[config.mk]
export PLATFORM = sky130hd
export DESIGN_NAME = frame_receiver_xor_check_core_flat
export DESIGN_NICKNAME = d
export VERILOG_FILES = /design/src/hw/rtl/frx_pkg.sv /design/src/hw/rtl/frx_ifs.sv /design/src/hw/rtl/frx_datapath.sv /design/src/hw/rtl/frx_ctrl.sv /design/src/hw/rtl/frame_receiver_xor_check_core.sv /design/src/flat_wrapper.sv
export SDC_FILE = /design/constraint.sdc
export NUM_CORES = 1
export LEC_CHECK = 0
export CORE_MARGIN = 2
export CORE_UTILIZATION = 47
export CTS_CLUSTER_SIZE = 20
export DETAILED_ROUTE_END_ITERATION = 8
export DONT_BUFFER_PORTS = 1
export GPL_TIMING_DRIVEN = 0
export PLACE_DENSITY = 0.68
export SETUP_SLACK_MARGIN = 0.05
export SLEW_MARGIN = 30
export SYNTH_ARGS = -nofsm -noshare
export SYNTH_HDL_FRONTEND = slang
export SYNTH_SLANG_ARGS = --single-unit
[constraint.sdc]
create_clock -name clk -period 5.6 [get_ports clk]
set_input_delay 1.12 -clock clk [delete_from_list [all_inputs] [get_ports clk]]
set_output_delay 1.12 -clock clk [all_outputs]
set_load 0.05 [all_outputs]
[src/hw/rtl/frx_pkg.sv]
package frx_pkg;

  // Default payload capacity of a frame, in bytes.
  localparam int unsigned MAX_PAYLOAD_DEF = 32;

  localparam int unsigned BYTE_W   = 8;
  localparam int unsigned PLEN_W   = 6;
  localparam int unsigned BIDX_W   = 5;
  localparam logic [BYTE_W-1:0] START_RESET = 8'hAA;

  // Commands from the controller to the datapath.
  typedef struct packed {
    logic load_start;  // open a frame, seed the running XOR
    logic load_cmd;    // capture the command byte
    logic load_len;    // capture the length byte, clear the byte counter
    logic store_byte;  // write a payload byte, advance the counter
    logic clr_count;   // rewind the counter before playback
    logic inc_count;   // step to the next stored byte
    logic rd_en;       // read the payload store at the counter
  } frx_ctl_t;

  // Status from the datapath to the controller.
  typedef struct packed {
    logic start_match; // received byte equals the start byte
    logic len_ok;      // received length fits the payload store
    logic count_done;  // all payload bytes of the frame are in
    logic sum_match;   // received byte equals the running XOR
    logic empty;       // frame has no payload
    logic last_one;    // current playback result is the final one
  } frx_sts_t;

endpackage

[src/hw/rtl/frx_ifs.sv]
interface frx_in_if;
  import frx_pkg::*;
  logic              valid;
  logic              ready;
  logic [BYTE_W-1:0] rx_byte;

  modport source (output valid, output rx_byte, input ready);
  modport sink   (input valid, input rx_byte, output ready);
endinterface

interface frx_out_if;
  import frx_pkg::*;
  logic              valid;
  logic              ready;
  logic [BYTE_W-1:0] command;
  logic [PLEN_W-1:0] payload_len;
  logic              has_payload;
  logic [BIDX_W-1:0] byte_index;
  logic [BYTE_W-1:0] payload_byte;
  logic              last;

  modport source (output valid, output command, output payload_len, output has_payload,
                  output byte_index, output payload_byte, output last, input ready);
  modport sink   (input valid, input command, input payload_len, input has_payload,
                  input byte_index, input payload_byte, input last, output ready);
endinterface

[src/hw/rtl/frx_datapath.sv]
module frx_datapath #(
  parameter int unsigned MAX_PAYLOAD = frx_pkg::MAX_PAYLOAD_DEF
) (
  input  logic                      clk,
  input  logic                      rst,
  input  logic                      cfg_we,
  input  logic [frx_pkg::BYTE_W-1:0] cfg_data,
  input  logic [frx_pkg::BYTE_W-1:0] rx_byte,
  input  frx_pkg::frx_ctl_t         ctl,
  output frx_pkg::frx_sts_t         sts,
  output logic [frx_pkg::BYTE_W-1:0] command,
  output logic [frx_pkg::PLEN_W-1:0] payload_len,
  output logic                      has_payload,
  output logic [frx_pkg::BIDX_W-1:0] byte_index,
  output logic [frx_pkg::BYTE_W-1:0] payload_byte,
  output logic                      last
);
  import frx_pkg::*;

  localparam int unsigned LEN_W  = $clog2(MAX_PAYLOAD + 1);
  localparam int unsigned ADDR_W = (MAX_PAYLOAD > 1) ? $clog2(MAX_PAYLOAD) : 1;

  logic [BYTE_W-1:0] start_byte;
  logic [BYTE_W-1:0] running_xor;
  logic [BYTE_W-1:0] frame_command;
  logic [LEN_W-1:0]  frame_length;
  logic [LEN_W-1:0]  count;
  logic [BYTE_W-1:0] rdata;
  logic [BYTE_W-1:0] payload_store [MAX_PAYLOAD];

  always_ff @(posedge clk) begin
    if (rst) begin
      start_byte    <= START_RESET;
      running_xor   <= '0;
      frame_command <= '0;
      frame_length  <= '0;
      count         <= '0;
    end else begin
      if (cfg_we) begin
        start_byte <= cfg_data;
      end
      if (ctl.load_start) begin
        running_xor <= rx_byte;
      end
      if (ctl.load_cmd) begin
        running_xor   <= running_xor ^ rx_byte;
        frame_command <= rx_byte;
      end
      if (ctl.load_len) begin
        running_xor  <= running_xor ^ rx_byte;
        frame_length <= LEN_W'(rx_byte);
        count        <= '0;
      end
      if (ctl.store_byte) begin
        running_xor <= running_xor ^ rx_byte;
        count       <= count + LEN_W'(1);
      end
      if (ctl.clr_count) begin
        count <= '0;
      end
      if (ctl.inc_count) begin
        count <= count + LEN_W'(1);
      end
    end
  end

  // Payload store: one write port, one registered read port.
  always_ff @(posedge clk) begin
    if (ctl.store_byte) begin
      payload_store[count[ADDR_W-1:0]] <= rx_byte;
    end
    if (ctl.rd_en) begin
      rdata <= payload_store[count[ADDR_W-1:0]];
    end
  end

  always_comb begin
    sts.start_match = (rx_byte == start_byte);
    sts.len_ok      = (rx_byte <= BYTE_W'(MAX_PAYLOAD));
    sts.count_done  = (count == frame_length);
    sts.sum_match   = (rx_byte == running_xor);
    sts.empty       = (frame_length == '0);
    sts.last_one    = sts.empty || ((count + LEN_W'(1)) == frame_length);
  end

  assign command      = frame_command;
  assign payload_len  = PLEN_W'(frame_length);
  assign has_payload  = !sts.empty;
  assign byte_index   = BIDX_W'(count);
  assign payload_byte = sts.empty ? '0 : rdata;
  assign last         = sts.last_one;

  a_count_in_range: assert property (@(posedge clk) disable iff (rst)
    count <= frame_length)
    else $error("byte counter ran past the frame length");

  a_len_capped: assert property (@(posedge clk) disable iff (rst)
    ctl.load_len |=> frame_length <= LEN_W'(MAX_PAYLOAD))
    else $error("stored frame length exceeds capacity");

  a_store_bounded: assert property (@(posedge clk) disable iff (rst)
    ctl.store_byte |-> count < frame_length)
    else $error("payload write beyond the frame length");

endmodule

[src/hw/rtl/frx_ctrl.sv]
module frx_ctrl (
  input  logic              clk,
  input  logic              rst,
  input  logic              in_valid,
  output logic              in_ready,
  output logic              out_valid,
  input  logic              out_ready,
  input  frx_pkg::frx_sts_t sts,
  output frx_pkg::frx_ctl_t ctl
);
  import frx_pkg::*;

  typedef enum logic [5:0] {
    HUNT = 6'b000001,
    CMD  = 6'b000010,
    LEN  = 6'b000100,
    DATA = 6'b001000,
    READ = 6'b010000,
    SHOW = 6'b100000
  } state_t;

  state_t state;
  state_t state_next;
  logic   in_fire;
  logic   out_fire;

  assign in_ready  = (state == HUNT) || (state == CMD) || (state == LEN) || (state == DATA);
  assign out_valid = (state == SHOW);
  assign in_fire   = in_valid && in_ready;
  assign out_fire  = out_valid && out_ready;

  always_comb begin
    state_next = state;
    ctl        = '0;
    unique case (state)
      HUNT: begin
        if (in_fire && sts.start_match) begin
          ctl.load_start = 1'b1;
          state_next     = CMD;
        end
      end
      CMD: begin
        if (in_fire) begin
          ctl.load_cmd = 1'b1;
          state_next   = LEN;
        end
      end
      LEN: begin
        if (in_fire) begin
          if (sts.len_ok) begin
            ctl.load_len = 1'b1;
            state_next   = DATA;
          end else begin
            state_next = HUNT;
          end
        end
      end
      DATA: begin
        if (in_fire) begin
          if (!sts.count_done) begin
            ctl.store_byte = 1'b1;
          end else if (sts.sum_match) begin
            ctl.clr_count = 1'b1;
            state_next    = sts.empty ? SHOW : READ;
          end else begin
            state_next = HUNT;
          end
        end
      end
      READ: begin
        ctl.rd_en  = 1'b1;
        state_next = SHOW;
      end
      SHOW: begin
        if (out_fire) begin
          if (sts.last_one) begin
            state_next = HUNT;
          end else begin
            ctl.inc_count = 1'b1;
            state_next    = READ;
          end
        end
      end
      default: state_next = HUNT;
    endcase
  end

  always_ff @(posedge clk) begin
    if (rst) begin
      state <= HUNT;
    end else begin
      state <= state_next;
    end
  end

  a_no_overlap: assert property (@(posedge clk) disable iff (rst)
    !(in_ready && out_valid))
    else $error("input taken while a result is pending");

  a_last_ends: assert property (@(posedge clk) disable iff (rst)
    out_fire && sts.last_one |=> state == HUNT)
    else $error("frame playback did not end on the last result");

  a_bad_sum: assert property (@(posedge clk) disable iff (rst)
    in_fire && state == DATA && sts.count_done && !sts.sum_match |=> state == HUNT)
    else $error("checksum mismatch did not drop the frame");

endmodule

[src/hw/rtl/frame_receiver_xor_check_core.sv]
// After the checksum byte's transfer the controller reads the payload store in
// READ and then offers the result in SHOW; empty frames go straight to SHOW.
// Throughput: one received byte per cycle while a frame is collected; each
// playback result is read from the payload store's single read port, then shown.
// Reset (rst, synchronous, active high): hunting for a start byte, start byte
// 0xAA, checksum and header registers cleared; payload store is not cleared.
module frame_receiver_xor_check_core #(
  parameter int unsigned MAX_PAYLOAD = frx_pkg::MAX_PAYLOAD_DEF
) (
  input  logic                       clk,
  input  logic                       rst,
  input  logic                       cfg_we,
  input  logic [frx_pkg::BYTE_W-1:0] cfg_data,
  frx_in_if.sink                     in_ch,
  frx_out_if.source                  out_ch
);
  import frx_pkg::*;

  // The controller sequences the frame: start hunt, command, length, payload
  // collection and checksum, then playback of the stored payload. Input
  // transfers are refused during playback, so one frame is in flight at a time.
  frx_ctl_t ctl;
  frx_sts_t sts;

  frx_ctrl u_ctrl (
    .clk       (clk),
    .rst       (rst),
    .in_valid  (in_ch.valid),
    .in_ready  (in_ch.ready),
    .out_valid (out_ch.valid),
    .out_ready (out_ch.ready),
    .sts       (sts),
    .ctl       (ctl)
  );

  // The datapath holds the start byte register, the running XOR, the header
  // fields, the byte counter and the payload store. Its result fields are
  // taken straight from registers, so they hold steady while a result waits
  // for its transfer.
  frx_datapath #(
    .MAX_PAYLOAD (MAX_PAYLOAD)
  ) u_datapath (
    .clk          (clk),
    .rst          (rst),
    .cfg_we       (cfg_we),
    .cfg_data     (cfg_data),
    .rx_byte      (in_ch.rx_byte),
    .ctl          (ctl),
    .sts          (sts),
    .command      (out_ch.command),
    .payload_len  (out_ch.payload_len),
    .has_payload  (out_ch.has_payload),
    .byte_index   (out_ch.byte_index),
    .payload_byte (out_ch.payload_byte),
    .last         (out_ch.last)
  );

endmodule
[src/flat_wrapper.sv]
// flat-port wrapper written by rule: the top's interface ports become plain ports
module frame_receiver_xor_check_core_flat import frx_pkg::*;
#(
  parameter int unsigned MAX_PAYLOAD = frx_pkg::MAX_PAYLOAD_DEF
)
  (clk, rst, cfg_we, cfg_data, in_ch_valid, in_ch_rx_byte, in_ch_ready, out_ch_valid, out_ch_command, out_ch_payload_len, out_ch_has_payload, out_ch_byte_index, out_ch_payload_byte, out_ch_last, out_ch_ready);
  frx_in_if in_ch_i ();
  frx_out_if out_ch_i ();
  input  logic clk;
  input  logic rst;
  input  logic cfg_we;
  input  logic [frx_pkg::BYTE_W-1:0] cfg_data;
  input wire logic [$bits(in_ch_i.valid)-1:0] in_ch_valid;
  input wire logic [$bits(in_ch_i.rx_byte)-1:0] in_ch_rx_byte;
  output wire logic [$bits(in_ch_i.ready)-1:0] in_ch_ready;
  output wire logic [$bits(out_ch_i.valid)-1:0] out_ch_valid;
  output wire logic [$bits(out_ch_i.command)-1:0] out_ch_command;
  output wire logic [$bits(out_ch_i.payload_len)-1:0] out_ch_payload_len;
  output wire logic [$bits(out_ch_i.has_payload)-1:0] out_ch_has_payload;
  output wire logic [$bits(out_ch_i.byte_index)-1:0] out_ch_byte_index;
  output wire logic [$bits(out_ch_i.payload_byte)-1:0] out_ch_payload_byte;
  output wire logic [$bits(out_ch_i.last)-1:0] out_ch_last;
  input wire logic [$bits(out_ch_i.ready)-1:0] out_ch_ready;
  assign in_ch_i.valid = in_ch_valid;
  assign in_ch_i.rx_byte = in_ch_rx_byte;
  assign in_ch_ready = in_ch_i.ready;
  assign out_ch_valid = out_ch_i.valid;
  assign out_ch_command = out_ch_i.command;
  assign out_ch_payload_len = out_ch_i.payload_len;
  assign out_ch_has_payload = out_ch_i.has_payload;
  assign out_ch_byte_index = out_ch_i.byte_index;
  assign out_ch_payload_byte = out_ch_i.payload_byte;
  assign out_ch_last = out_ch_i.last;
  assign out_ch_i.ready = out_ch_ready;
  frame_receiver_xor_check_core #(.MAX_PAYLOAD(MAX_PAYLOAD)) u_core (.clk(clk), .rst(rst), .cfg_we(cfg_we), .cfg_data(cfg_data), .in_ch(in_ch_i), .out_ch(out_ch_i));
endmodule
==> tab_implementation.tex, run 1 <==
\begin{tabular}{lr}
\hline
Metric & Value \\
\hline
\multicolumn{2}{l}{\textbf{Synthesis}} \\
Share of flip-flops with an asynchronous set or reset & 0\% \\
Cell type with the largest total area after synthesis & edfxtp\_1 \\
Synth Warn \# & 0 \\
Syn Inst Count & $\sim$760 \\
Share of the synthesized area in the top cell type & 62.63\% \\
Mean cell area of the mapped netlist & 16.57 µm² \\
Combined area of all synthesized cells & 12660 µm² \\
Sequential share of the synthesized area & $\sim$70\% \\
Count of flip-flops with a built-in enable after synthesis & about 260 \\
Dominant synthesized flop cell & edfxtp\_1 \\
Unique cell type count in the Yosys netlist & 58 \\
Synth Register Bits & 306 \\
Post-synthesis net count & 789 \\
Cells taking the most area after synthesis & edfxtp\_1 63\%, mux4\_2 11\%, dfxtp\_1 6.6\% \\
\multicolumn{2}{l}{\textbf{Timing}} \\
Worst-case headroom to the max-slew limit & 35.18\% \\
Final hold vios & 0 \\
Share of the cycle needed by the critical path after routing & about nine tenths \\
Min cycle time layout & approximately 5 ns \\
RSZ-0062 raised after global routing & no \\
Worst-margin pin slew & 0.9649 ns \\
Setup-violating endpoint count in the final report & 0 \\
Fin Hold WS & 0.5045 ns \\
Clock tree skew after final layout & 0.01637 ns \\
Post-Route Setup TNS & 0 ns \\
Achievable clock frequency & 199.6 MHz \\
Fin. max-slew vios & 0 \\
\multicolumn{2}{l}{\textbf{Drt}} \\
Number of antenna-violating nets in the routed design & 0 \\
DRT Wirelength & 28100 µm \\
Remaining routing DRC violations & 0 \\
Iteration-0 DRC Markers & approximately 670 \\
Via/cell ratio & between 5 and 6 \\
Routed length per instance & 24.12 µm \\
Via count of the routed design & between 6k and 7k \\
First-pass DRT Iterations & 5 \\
\multicolumn{2}{l}{\textbf{Clocking}} \\
CTS Root Buffer Type & clkbuf\_16 \\
Count of buffers added by post-CTS timing repair for setup & 0 \\
H-tree depth & 1 \\
Maximum clock insertion buffer count & 3 \\
Clock tree from TritonCTS & yes \\
CTS buffer count & 31 \\
Cells resized by post-CTS repair & 0 \\
Clock-pin slew on the worst setup and hold paths & 0.06 ns \\
Skew-Pair Late Insertion Delay & 0.57 ns \\
CTS sink count & 306 \\
CTS Hold Buffers Added & 0 \\
\multicolumn{2}{l}{\textbf{Critical path}} \\
Highest net fanout along the worst path & 10 \\
Path type of the worst setup path & register to output port \\
Worst endpoint data arrival time & between 3 and 4 ns \\
Kind of start point of the critical path & register \\
Type of element capturing the critical path & output port \\
Required time at the worst-slack endpoint & 4.48 ns \\
\multicolumn{2}{l}{\textbf{Floorplan}} \\
Die ar. & 28260 µm² \\
Core region area & 26730 µm² \\
Initial core utilization & a little under half \\
Site row count & 60 \\
IO Count & 52 \\
Die Y & 168.1 µm \\
Die Width & 168.1 µm \\
\multicolumn{2}{l}{\textbf{Hold path}} \\
Classification of the worst-slack hold path & register to register \\
\multicolumn{2}{l}{\textbf{Flow run}} \\
\# Max-Cap Violations & 0 \\
\multicolumn{2}{l}{\textbf{GRT}} \\
Initial antenna violation count & 0 \\
Wire length of the first global-routing pass & 42300 µm \\
Total GRT Usage & approximately a fifth \\
Largest net degree at the start of global routing & 34 \\
Vias in the first global route & 6854 \\
Remaining global-route overflow & 0 \\
\multicolumn{2}{l}{\textbf{Power and ir drop}} \\
Leak pwr & 4.447 nW \\
Worst IR drop on VDD & 223.0 µV \\
Ratio of total power to cell area & 330.8 nW/µm² \\
\multicolumn{2}{l}{\textbf{Outcome}} \\
Result of the run & finished clean \\
\multicolumn{2}{l}{\textbf{Layout}} \\
Diodes inserted & 0 \\
Area growth from synthesis to layout & 12.13\% \\
Most common cell after layout, fill and taps aside & edfxtp\_1 \\
Util after Layout & 53.10\% \\
Share of final-layout standard cells stronger than drive strength 1 & 18.20\% \\
Net count reported at finish & a little over 800 \\
Most frequent cells in the layout & 264 x edfxtp\_1, 64 x mux4\_2, 59 x nor2\_1 \\
\multicolumn{2}{l}{\textbf{Placement}} \\
HPWL after detailed placement & 17730 µm \\
Quantity of I/O buffers inserted on ports & 0 \\
Routability Congestion & 0.9040 \\
\hline
\end{tabular}
==> critical path: stages (launching register included) <==
cell and delay (ns):
dfxtp_1 0.55, clkbuf_1 0.49, buf_1 0.64, inv_1 0.19, ha_1 0.36, xnor2_1 0.14
nand2_1 0.10, a2111oi_4 0.27, nand2_1 0.16, nand2_1 0.42
==> per-layer routing <==
layer  track usage, %  share of wire [%]  wire, µm
met3            4.913                8.5      2398
met4            6.222                3.0       854
met2            31.48                 47     13130
met5                0                  0         0
met1            28.02                 42     11720
==> through the flow <==
step           power, W  area, µm²  cells  setup WS, ns
5_1_grt        0.004820      14190   1165        0.3305
6_report       0.004695      14190   1165        0.5911
3_5_place_dp   0.002570      13110   1107         1.150
3_3_place_gp   0.002570      13080   1105         1.149
4_1_cts        0.004723      14190   1165        0.5483
2_1_floorplan  0.002560      12660    764         1.980
==> Yosys cell counts, types with 10 or more instances <==
cell,instances
edfxtp_1,264
mux4_2,64
nor2_1,59
dfxtp_1,42
a22oi_1,33
nand2_1,32
clkbuf_1,26
mux2i_1,22
nand4_1,19
xnor2_1,17
a21oi_1,14
and2_1,12
nand2b_1,12
buf_2,11
nor3_1,11
nor2b_1,10
==> state kept, by name (all words and copies together), names as in the netlist <==
| signal | flops |
|---|---|
| u_core.u_ctrl.state | 6 |
| u_core.u_datapath.command | 8 |
| u_core.u_datapath.running_xor | 8 |
| u_core.u_datapath.payload_len | 6 |
| u_core.u_datapath.payload_store | 256 |
| u_core.u_datapath.rdata | 8 |
| u_core.u_datapath.count | 6 |
| u_core.u_datapath.start_byte | 8 |
==> cell type report <==
cell class,count,area (µm²)
buffer,52,240.2
clock buffer,33,783.3
clock inverter,25,297.8
fill,2123,12530
inverter,10,37.54
multi-input combinational,396,3627
sequential,306,8768
tap,341,426.7
timing repair buffer,2,11.26
==> kinds of logic (layout without fill, tap and decap cells) <==
group / after synthesis / after routing / share of synthesized area (%)
and+or+nand+nor: 197 / 197 / 8.363
adders and majority gates: 4 / 4 / 0.3954
muxes: 87 / 87 / 13.22
buffers and inverters: 62 / 122 / 2.185
AOI/OAI and AO/OA: 84 / 84 / 4.903
xor gates and xnor gates: 24 / 24 / 1.661
DFF: 306 / 306 / 69.28
==> power breakdown <==
group	switching (W)	internal, W	total, W
Combinational	0.0000286	0.0000160	0.0000446
Sequential	0.00000262	0.00247	0.00248
Clock	0.000879	0.00129	0.00217
==> worst paths after layout <==
kind,slack [ns],cells after the start,start,end
min reg2reg,0.50,2,u_core.u_datapath.start_byte[7],u_core.u_datapath.start_byte[7]
min,0.50,2,u_core.u_datapath.start_byte[7],u_core.u_datapath.start_byte[7]
max,0.59,9,u_core.u_datapath.count[1],out_ch_last
max reg2reg,1.96,10,u_core.u_datapath.count[1],u_core.u_ctrl.state[0]
No activity file was read; power rests on OpenSTA's default activity.
==> run 2, diff against run 1 <==
--- a/config.mk
+++ b/config.mk
@@ -7,10 +7,10 @@
 export LEC_CHECK = 0
 export CORE_MARGIN = 2
-export CORE_UTILIZATION = 47
+export CORE_UTILIZATION = 33
 export CTS_CLUSTER_SIZE = 20
 export DETAILED_ROUTE_END_ITERATION = 8
 export DONT_BUFFER_PORTS = 1
 export GPL_TIMING_DRIVEN = 0
-export PLACE_DENSITY = 0.68
+export PLACE_DENSITY = 0.53
 export SETUP_SLACK_MARGIN = 0.05
 export SLEW_MARGIN = 30
==> constraint.sdc (replaced) <==
create_clock -name clk -period 5.6 [get_ports clk]
set_input_delay 1.12 -clock clk [delete_from_list [all_inputs] [get_ports clk]]
set_output_delay 1.12 -clock clk [all_outputs]
set_load 0.02 [all_outputs]
==> tab_implementation.tex, run 2 (synthesized netlist as in run 1, its figures left out) <==
\begin{tabular}{lr}
\hline
Metric & Value \\
\hline
\multicolumn{2}{l}{\textbf{Layout}} \\
Final instance area & 14250 µm² \\
Net count reported at finish & 822 \\
Most frequent cells in the layout & 264 x edfxtp\_1, 64 x mux4\_2, 59 x nor2\_1 \\
Util after Layout & 37.74\% \\
Most common cell after layout, fill and taps aside & edfxtp\_1 \\
Diodes inserted & 0 \\
Flip-flop count of the largest register, all copies and words added & around 260 \\
Area growth from synthesis to layout & 12.56\% \\
Share of final-layout standard cells stronger than drive strength 1 & 18.32\% \\
Final Non-Filler Cells & 1330 \\
\multicolumn{2}{l}{\textbf{Drt}} \\
Routed length per instance & 22.24 µm \\
DRT Wirelength & 29580 µm \\
Via count of the routed design & around 6.8k \\
Number of antenna-violating nets in the routed design & 0 \\
First-pass DRT Iterations & 4 \\
Iteration-0 DRC Markers & 512 \\
Remaining routing DRC violations & 0 \\
Via/cell ratio & 5.105 \\
\multicolumn{2}{l}{\textbf{Clocking}} \\
CTS buffer count & 30 \\
CTS Hold Buffers Added & 0 \\
Count of buffers added by post-CTS timing repair for setup & 0 \\
Skew-Pair Late Insertion Delay & 0.58 ns \\
Cells resized by post-CTS repair & 0 \\
Clock-pin slew on the worst setup and hold paths & about 0.06 ns \\
CTS sink count & about 310 \\
Clock tree from TritonCTS & yes \\
H-tree depth & 1 \\
CTS Root Buffer Type & clkbuf\_16 \\
Maximum clock insertion buffer count & 3 \\
\multicolumn{2}{l}{\textbf{Critical path}} \\
Highest net fanout along the worst path & 10 \\
Type of element capturing the critical path & output port \\
CP startpoint & u\_core.u\_datapath.count[1] \\
Kind of start point of the critical path & register \\
RR Startpoint & u\_core.u\_datapath.count[1] \\
Reg2Reg Capture Point & u\_core.u\_datapath.count[5] \\
Path type of the worst setup path & register to output port \\
Worst endpoint data arrival time & roughly 3.7 ns \\
Reg2Reg Depth & 10 \\
Required time at the worst-slack endpoint & 4.48 ns \\
Internal reg-to-reg setup slack & about 2.1 ns \\
\multicolumn{2}{l}{\textbf{GRT}} \\
Remaining global-route overflow & 0 \\
Initial antenna violation count & 1 \\
Wire length of the first global-routing pass & 44320 µm \\
Largest net degree at the start of global routing & 34 \\
Vias in the first global route & 7038 \\
Total GRT Usage & approximately 15\% \\
\multicolumn{2}{l}{\textbf{Floorplan}} \\
Die ar. & 39940 µm² \\
Die Y & roughly 200 µm \\
Initial core utilization & between 30\% and 40\% \\
Site row count & 71 \\
Die Width & 199.8 µm \\
IO Count & 52 \\
Core region area & 37760 µm² \\
\multicolumn{2}{l}{\textbf{Power and ir drop}} \\
Ratio of total power to cell area & approximately 310 nW/µm² \\
Worst IR drop on VDD & around 180 µV \\
Leak pwr & $\sim$4.4 nW \\
\multicolumn{2}{l}{\textbf{Hold path}} \\
Depth of the worst hold-timing path & 2 \\
Worst Hold Path EP & u\_core.u\_datapath.start\_byte[7] \\
HP Start & u\_core.u\_datapath.start\_byte[7] \\
Classification of the worst-slack hold path & register to register \\
\multicolumn{2}{l}{\textbf{Flow run}} \\
\# Max-Cap Violations & 0 \\
\multicolumn{2}{l}{\textbf{Timing}} \\
Achievable clock frequency & around 210 MHz \\
Share of the cycle needed by the critical path after routing & a little under nine tenths \\
Final hold vios & 0 \\
Post-Route Setup TNS & 0 ns \\
Worst-case headroom to the max-slew limit & 35.74\% \\
Fin. max-slew vios & 0 \\
Min cycle time layout & 4.804 ns \\
Setup-violating endpoint count in the final report & 0 \\
RSZ-0062 raised after global routing & no \\
Worst-margin pin slew & 0.9565 ns \\
Clock tree skew after final layout & roughly 0.019 ns \\
\multicolumn{2}{l}{\textbf{Placement}} \\
Cell area reported after detailed placement & 13320 µm² \\
Quantity of I/O buffers inserted on ports & 0 \\
HPWL after detailed placement & 19380 µm \\
Routability Congestion & 0.7956 \\
Dpl cells & approximately 1.3k \\
\multicolumn{2}{l}{\textbf{Outcome}} \\
Result of the run & finished clean \\
\hline
\end{tabular}
run 2: cell type report:
type                    count  area [µm²]
fillers                  3531       23510
flip-flops and latches    306        8768
multi-input cells         396        3632
clock buffers              38       810.8
well taps                 511       639.4
plain buffers              52       240.2
clock inverters            16       111.4
inverters                  10       37.54
repair buffers              1       7.507
run 2: critical path, cell delays in order (launching register included):
cell and delay (ns):
dfxtp_1 0.54, clkbuf_1 0.51, buf_1 0.59, inv_1 0.21
ha_1 0.36, xnor2_1 0.14, nand2_1 0.10, a2111oi_4 0.26
nand2_1 0.16, nand2_1 0.25
run 2: worst max-delay path by stage:
stage,endpoint,slack [ns],depth (start not counted)
floorplan,out_ch_last,2.17,10
global placement,out_ch_last,1.34,9
detailed placement,out_ch_last,1.37,9
CTS,out_ch_last,0.76,9
global route,out_ch_last,0.56,9
finish,out_ch_last,0.80,9
run 2: per-layer routing:
metal  part of all wire [%]  wire, µm  vias up  GRT usage (%)
met3                    4.1      1202       34          2.016
met5                      0         0        -              0
met1                     45     13330     3520          20.76
met2                     49     14440      138          25.30
li1                       -         -     3097              -
met4                    2.0       602        0          4.390
run 2: power by group:
group	total [W]	switching, W	internal [W]	leakage [nW]
registers	0.00248	0.00000233	0.00247	2.71
logic	0.0000449	0.0000289	0.0000160	1.21
clock network	0.00188	0.000852	0.00103	0.461
total	0.00440	0.000883	0.00352	4.38
run 2: through the flow:
| stage | hold slack, ns | total power (W) | setup WS, ns |
|---|---|---|---|
| after global placement | 0.4793 | 0.002571 | 1.335 |
| after CTS | 0.5018 | 0.004446 | 0.7555 |
| final | 0.4981 | 0.004401 | 0.7964 |
| after detailed placement | 0.4847 | 0.002571 | 1.370 |
| after global routing | 0.5325 | 0.004534 | 0.5627 |
| after floorplan | 0.4634 | 0.002560 | 2.166 |
==> run 3, diff against run 2 <==
- ABC_AREA: default -> 1
==> tab_implementation.tex, run 3 <==
\begin{tabular}{lr}
\hline
Metric & Value \\
\hline
\multicolumn{2}{l}{\textbf{Outcome}} \\
Result of the run & finished clean \\
\multicolumn{2}{l}{\textbf{Drt}} \\
First-pass DRT Iterations & 6 \\
Via count of the routed design & 9022 \\
Remaining routing DRC violations & 0 \\
Wire length the detailed router placed on met1 & 15930 µm \\
Iteration-0 DRC Markers & 877 \\
Number of antenna-violating nets in the routed design & 0 \\
DRT Wirelength & 35270 µm \\
Routed length per instance & around 20 µm \\
Via/cell ratio & about 5.0 \\
Uppermost layer routed & met4 \\
WL met3 & 1618 µm \\
DR WL met2 & 16590 µm \\
\multicolumn{2}{l}{\textbf{Clocking}} \\
H-tree depth & 2 \\
Clock-pin slew on the worst setup and hold paths & 0.06 ns \\
Maximum clock insertion buffer count & 3 \\
Count of buffers added by post-CTS timing repair for setup & 0 \\
Skew-Pair Late Insertion Delay & 0.52 ns \\
CTS buffer count & 34 \\
Cells resized by post-CTS repair & 0 \\
CTS sink count & 306 \\
CTS Root Buffer Type & clkbuf\_16 \\
CTS Hold Buffers Added & 0 \\
Clock tree from TritonCTS & yes \\
\multicolumn{2}{l}{\textbf{Layout}} \\
Most common cell after layout, fill and taps aside & edfxtp\_1 \\
Most frequent cells in the layout & 264 x edfxtp\_1, 223 x nor2\_1, 191 x nand2\_1 \\
Flip-flop count of the largest register, all copies and words added & 256 \\
Area growth from synthesis to layout & 13.82\% \\
Final Non-Filler Cells & $\sim$1.8k \\
Net count reported at finish & 1270 \\
Diodes inserted & 0 \\
Share of final-layout standard cells stronger than drive strength 1 & 8.189\% \\
\multicolumn{2}{l}{\textbf{Floorplan}} \\
Die ar. & 40880 µm² \\
Die Width & between 200 and 250 µm \\
IO Count & 52 \\
Site row count & 72 \\
Die Y & 202.2 µm \\
Core region area & 38740 µm² \\
Initial core utilization & 33.47\% \\
\multicolumn{2}{l}{\textbf{Timing}} \\
Worst-margin pin slew & roughly 0.84 ns \\
Setup-violating endpoint count in the final report & 0 \\
Share of the cycle needed by the critical path after routing & 76.63\% \\
Worst-case headroom to the max-slew limit & 43.86\% \\
Clock tree skew after final layout & 0.01708 ns \\
Final hold vios & 0 \\
RSZ-0062 raised after global routing & no \\
Fin. max-slew vios & 0 \\
Achievable clock frequency & 233.0 MHz \\
Min cycle time layout & 4.291 ns \\
Post-Route Setup TNS & 0 ns \\
\multicolumn{2}{l}{\textbf{Power and ir drop}} \\
Combinational share of power & 3.6\% \\
Proportion of total power due to net switching & 21.14\% \\
Worst IR drop on VDD & 183.9 µV \\
Int Power & approximately 0.0039 W \\
Switch Pwr & about 0.0010 W \\
Pwr Total & 0.004907 W \\
Relative contribution of sequential cells to total power & 50.9\% \\
Ratio of total power to cell area & 332.6 nW/µm² \\
Leak pwr & 5.101 nW \\
Clock share of power & 45.5\% \\
\multicolumn{2}{l}{\textbf{Synthesis}} \\
Dominant synthesized flop cell & edfxtp\_1 \\
Cell type with the largest total area after synthesis & edfxtp\_1 \\
Post-synthesis net count & between 1k and 1.5k \\
Mean cell area of the mapped netlist & between 10 and 15 µm² \\
Syn Inst Count & 1208 \\
Sequential share of the synthesized area & 67.64\% \\
Share of the synthesized area in the top cell type & 61.15\% \\
Most frequent cell after synthesis & edfxtp\_1 \\
Top cells by instance count after synthesis & 264 x edfxtp\_1, 223 x nor2\_1, 191 x nand2\_1 \\
Synth Warn \# & 0 \\
Synth Register Bits & 306 \\
Combined area of all synthesized cells & 12960 µm² \\
Count of flip-flops with a built-in enable after synthesis & 264 \\
Cells taking the most area after synthesis & edfxtp\_1 61\%, dfxtp\_1 6.5\%, nor2\_1 6.5\% \\
Unique cell type count in the Yosys netlist & 32 \\
Share of flip-flops with an asynchronous set or reset & 0\% \\
\multicolumn{2}{l}{\textbf{Placement}} \\
Quantity of I/O buffers inserted on ports & 0 \\
Routability Congestion & 0.8853 \\
Dpl cells & 1727 \\
HPWL after detailed placement & 23180 µm \\
\multicolumn{2}{l}{\textbf{GRT}} \\
Largest net degree at the start of global routing & 40 \\
Vias in the first global route & 8729 \\
Initial antenna violation count & 0 \\
Remaining global-route overflow & 0 \\
Total GRT Usage & 17.07\% \\
Wire length of the first global-routing pass & 53040 µm \\
\multicolumn{2}{l}{\textbf{Critical path}} \\
Path type of the worst setup path & register to output port \\
Kind of start point of the critical path & register \\
Required time at the worst-slack endpoint & 4.48 ns \\
Worst endpoint data arrival time & 3.17 ns \\
Highest net fanout along the worst path & 11 \\
Type of element capturing the critical path & output port \\
\multicolumn{2}{l}{\textbf{Flow run}} \\
\# Max-Cap Violations & 0 \\
\multicolumn{2}{l}{\textbf{Hold path}} \\
Classification of the worst-slack hold path & register to register \\
\hline
\end{tabular}
## run 3: cell families (layout without fill, tap and decap cells)
logic type                 Yosys count  in the layout  synth area share (%)
and+or+nand+nor                    510            510                 16.81
xor gates and xnor gates            11             11                0.7432
buffers and inverters              134            196                 4.391
DFF                                306            306                 67.64
AOI/OAI and AO/OA                  243            243                 10.03
adders and majority gates            4              4                0.3861
## run 3: worst max-delay path: stages, from the launching register on
cell and delay [ns]:
dfxtp_1 0.44, inv_2 0.14, clkbuf_1 0.50, clkbuf_1 0.50
ha_1 0.38, xnor2_1 0.15, nand3_1 0.10, nor2_1 0.13
nand2_2 0.09, nand2_1 0.23
## run 3: path summary, 6_finish.rpt
path	end	depth (start not counted)	slack, ns	startpoint
worst min-delay path	u_core.u_datapath.start_byte[1]	2	0.47	u_core.u_datapath.start_byte[1]
worst min register to register	u_core.u_datapath.start_byte[1]	2	0.47	u_core.u_datapath.start_byte[1]
worst max register to register	u_core.u_datapath.payload_store[13][0]	6	2.29	u_core.u_datapath.count[1]
worst max-delay path	out_ch_last	9	1.31	u_core.u_datapath.count[1]
## run 3: per-layer routing
layer  vias up  global-route usage [%]
met1      4388                   23.39
met2       271                   27.71
met5         -                       0
met3        72                   2.354
li1       4291                       -
met4         0                   6.283
## run 3: area by class of cell
cell class              count  area (µm²)
fillers                  3818       23980
multi-input cells         768        3651
flip-flops and latches    306        8768
inverters                  73       274.0
clock inverters            15       160.2
plain buffers              61       295.3
clock buffers              46       950.9
well taps                 518       648.1
repair buffers              1       7.507
## run 3: metrics by stage
stage	instance area (µm²)	util, %	hold slack [ns]	worst slack, ns
floorplan	12960	-	0.4481	2.568
global placement	13610	35.14	0.4608	1.860
detailed placement	13630	35.20	0.4636	1.832
CTS	14750	38.07	0.4780	1.284
global route	14760	38.09	0.4998	1.144
finish	14760	38.09	0.4728	1.309
## run 3: power by group through the flow
stage	Combinational [W]	Clock, W	Sequential [W]
finish	0.000175	0.00223	0.00250
global route	0.000193	0.00236	0.00250
detailed placement	0.000174	0	0.00255
global placement	0.000173	0	0.00255
CTS	0.000175	0.00227	0.00250
floorplan	0.000142	0	0.00254
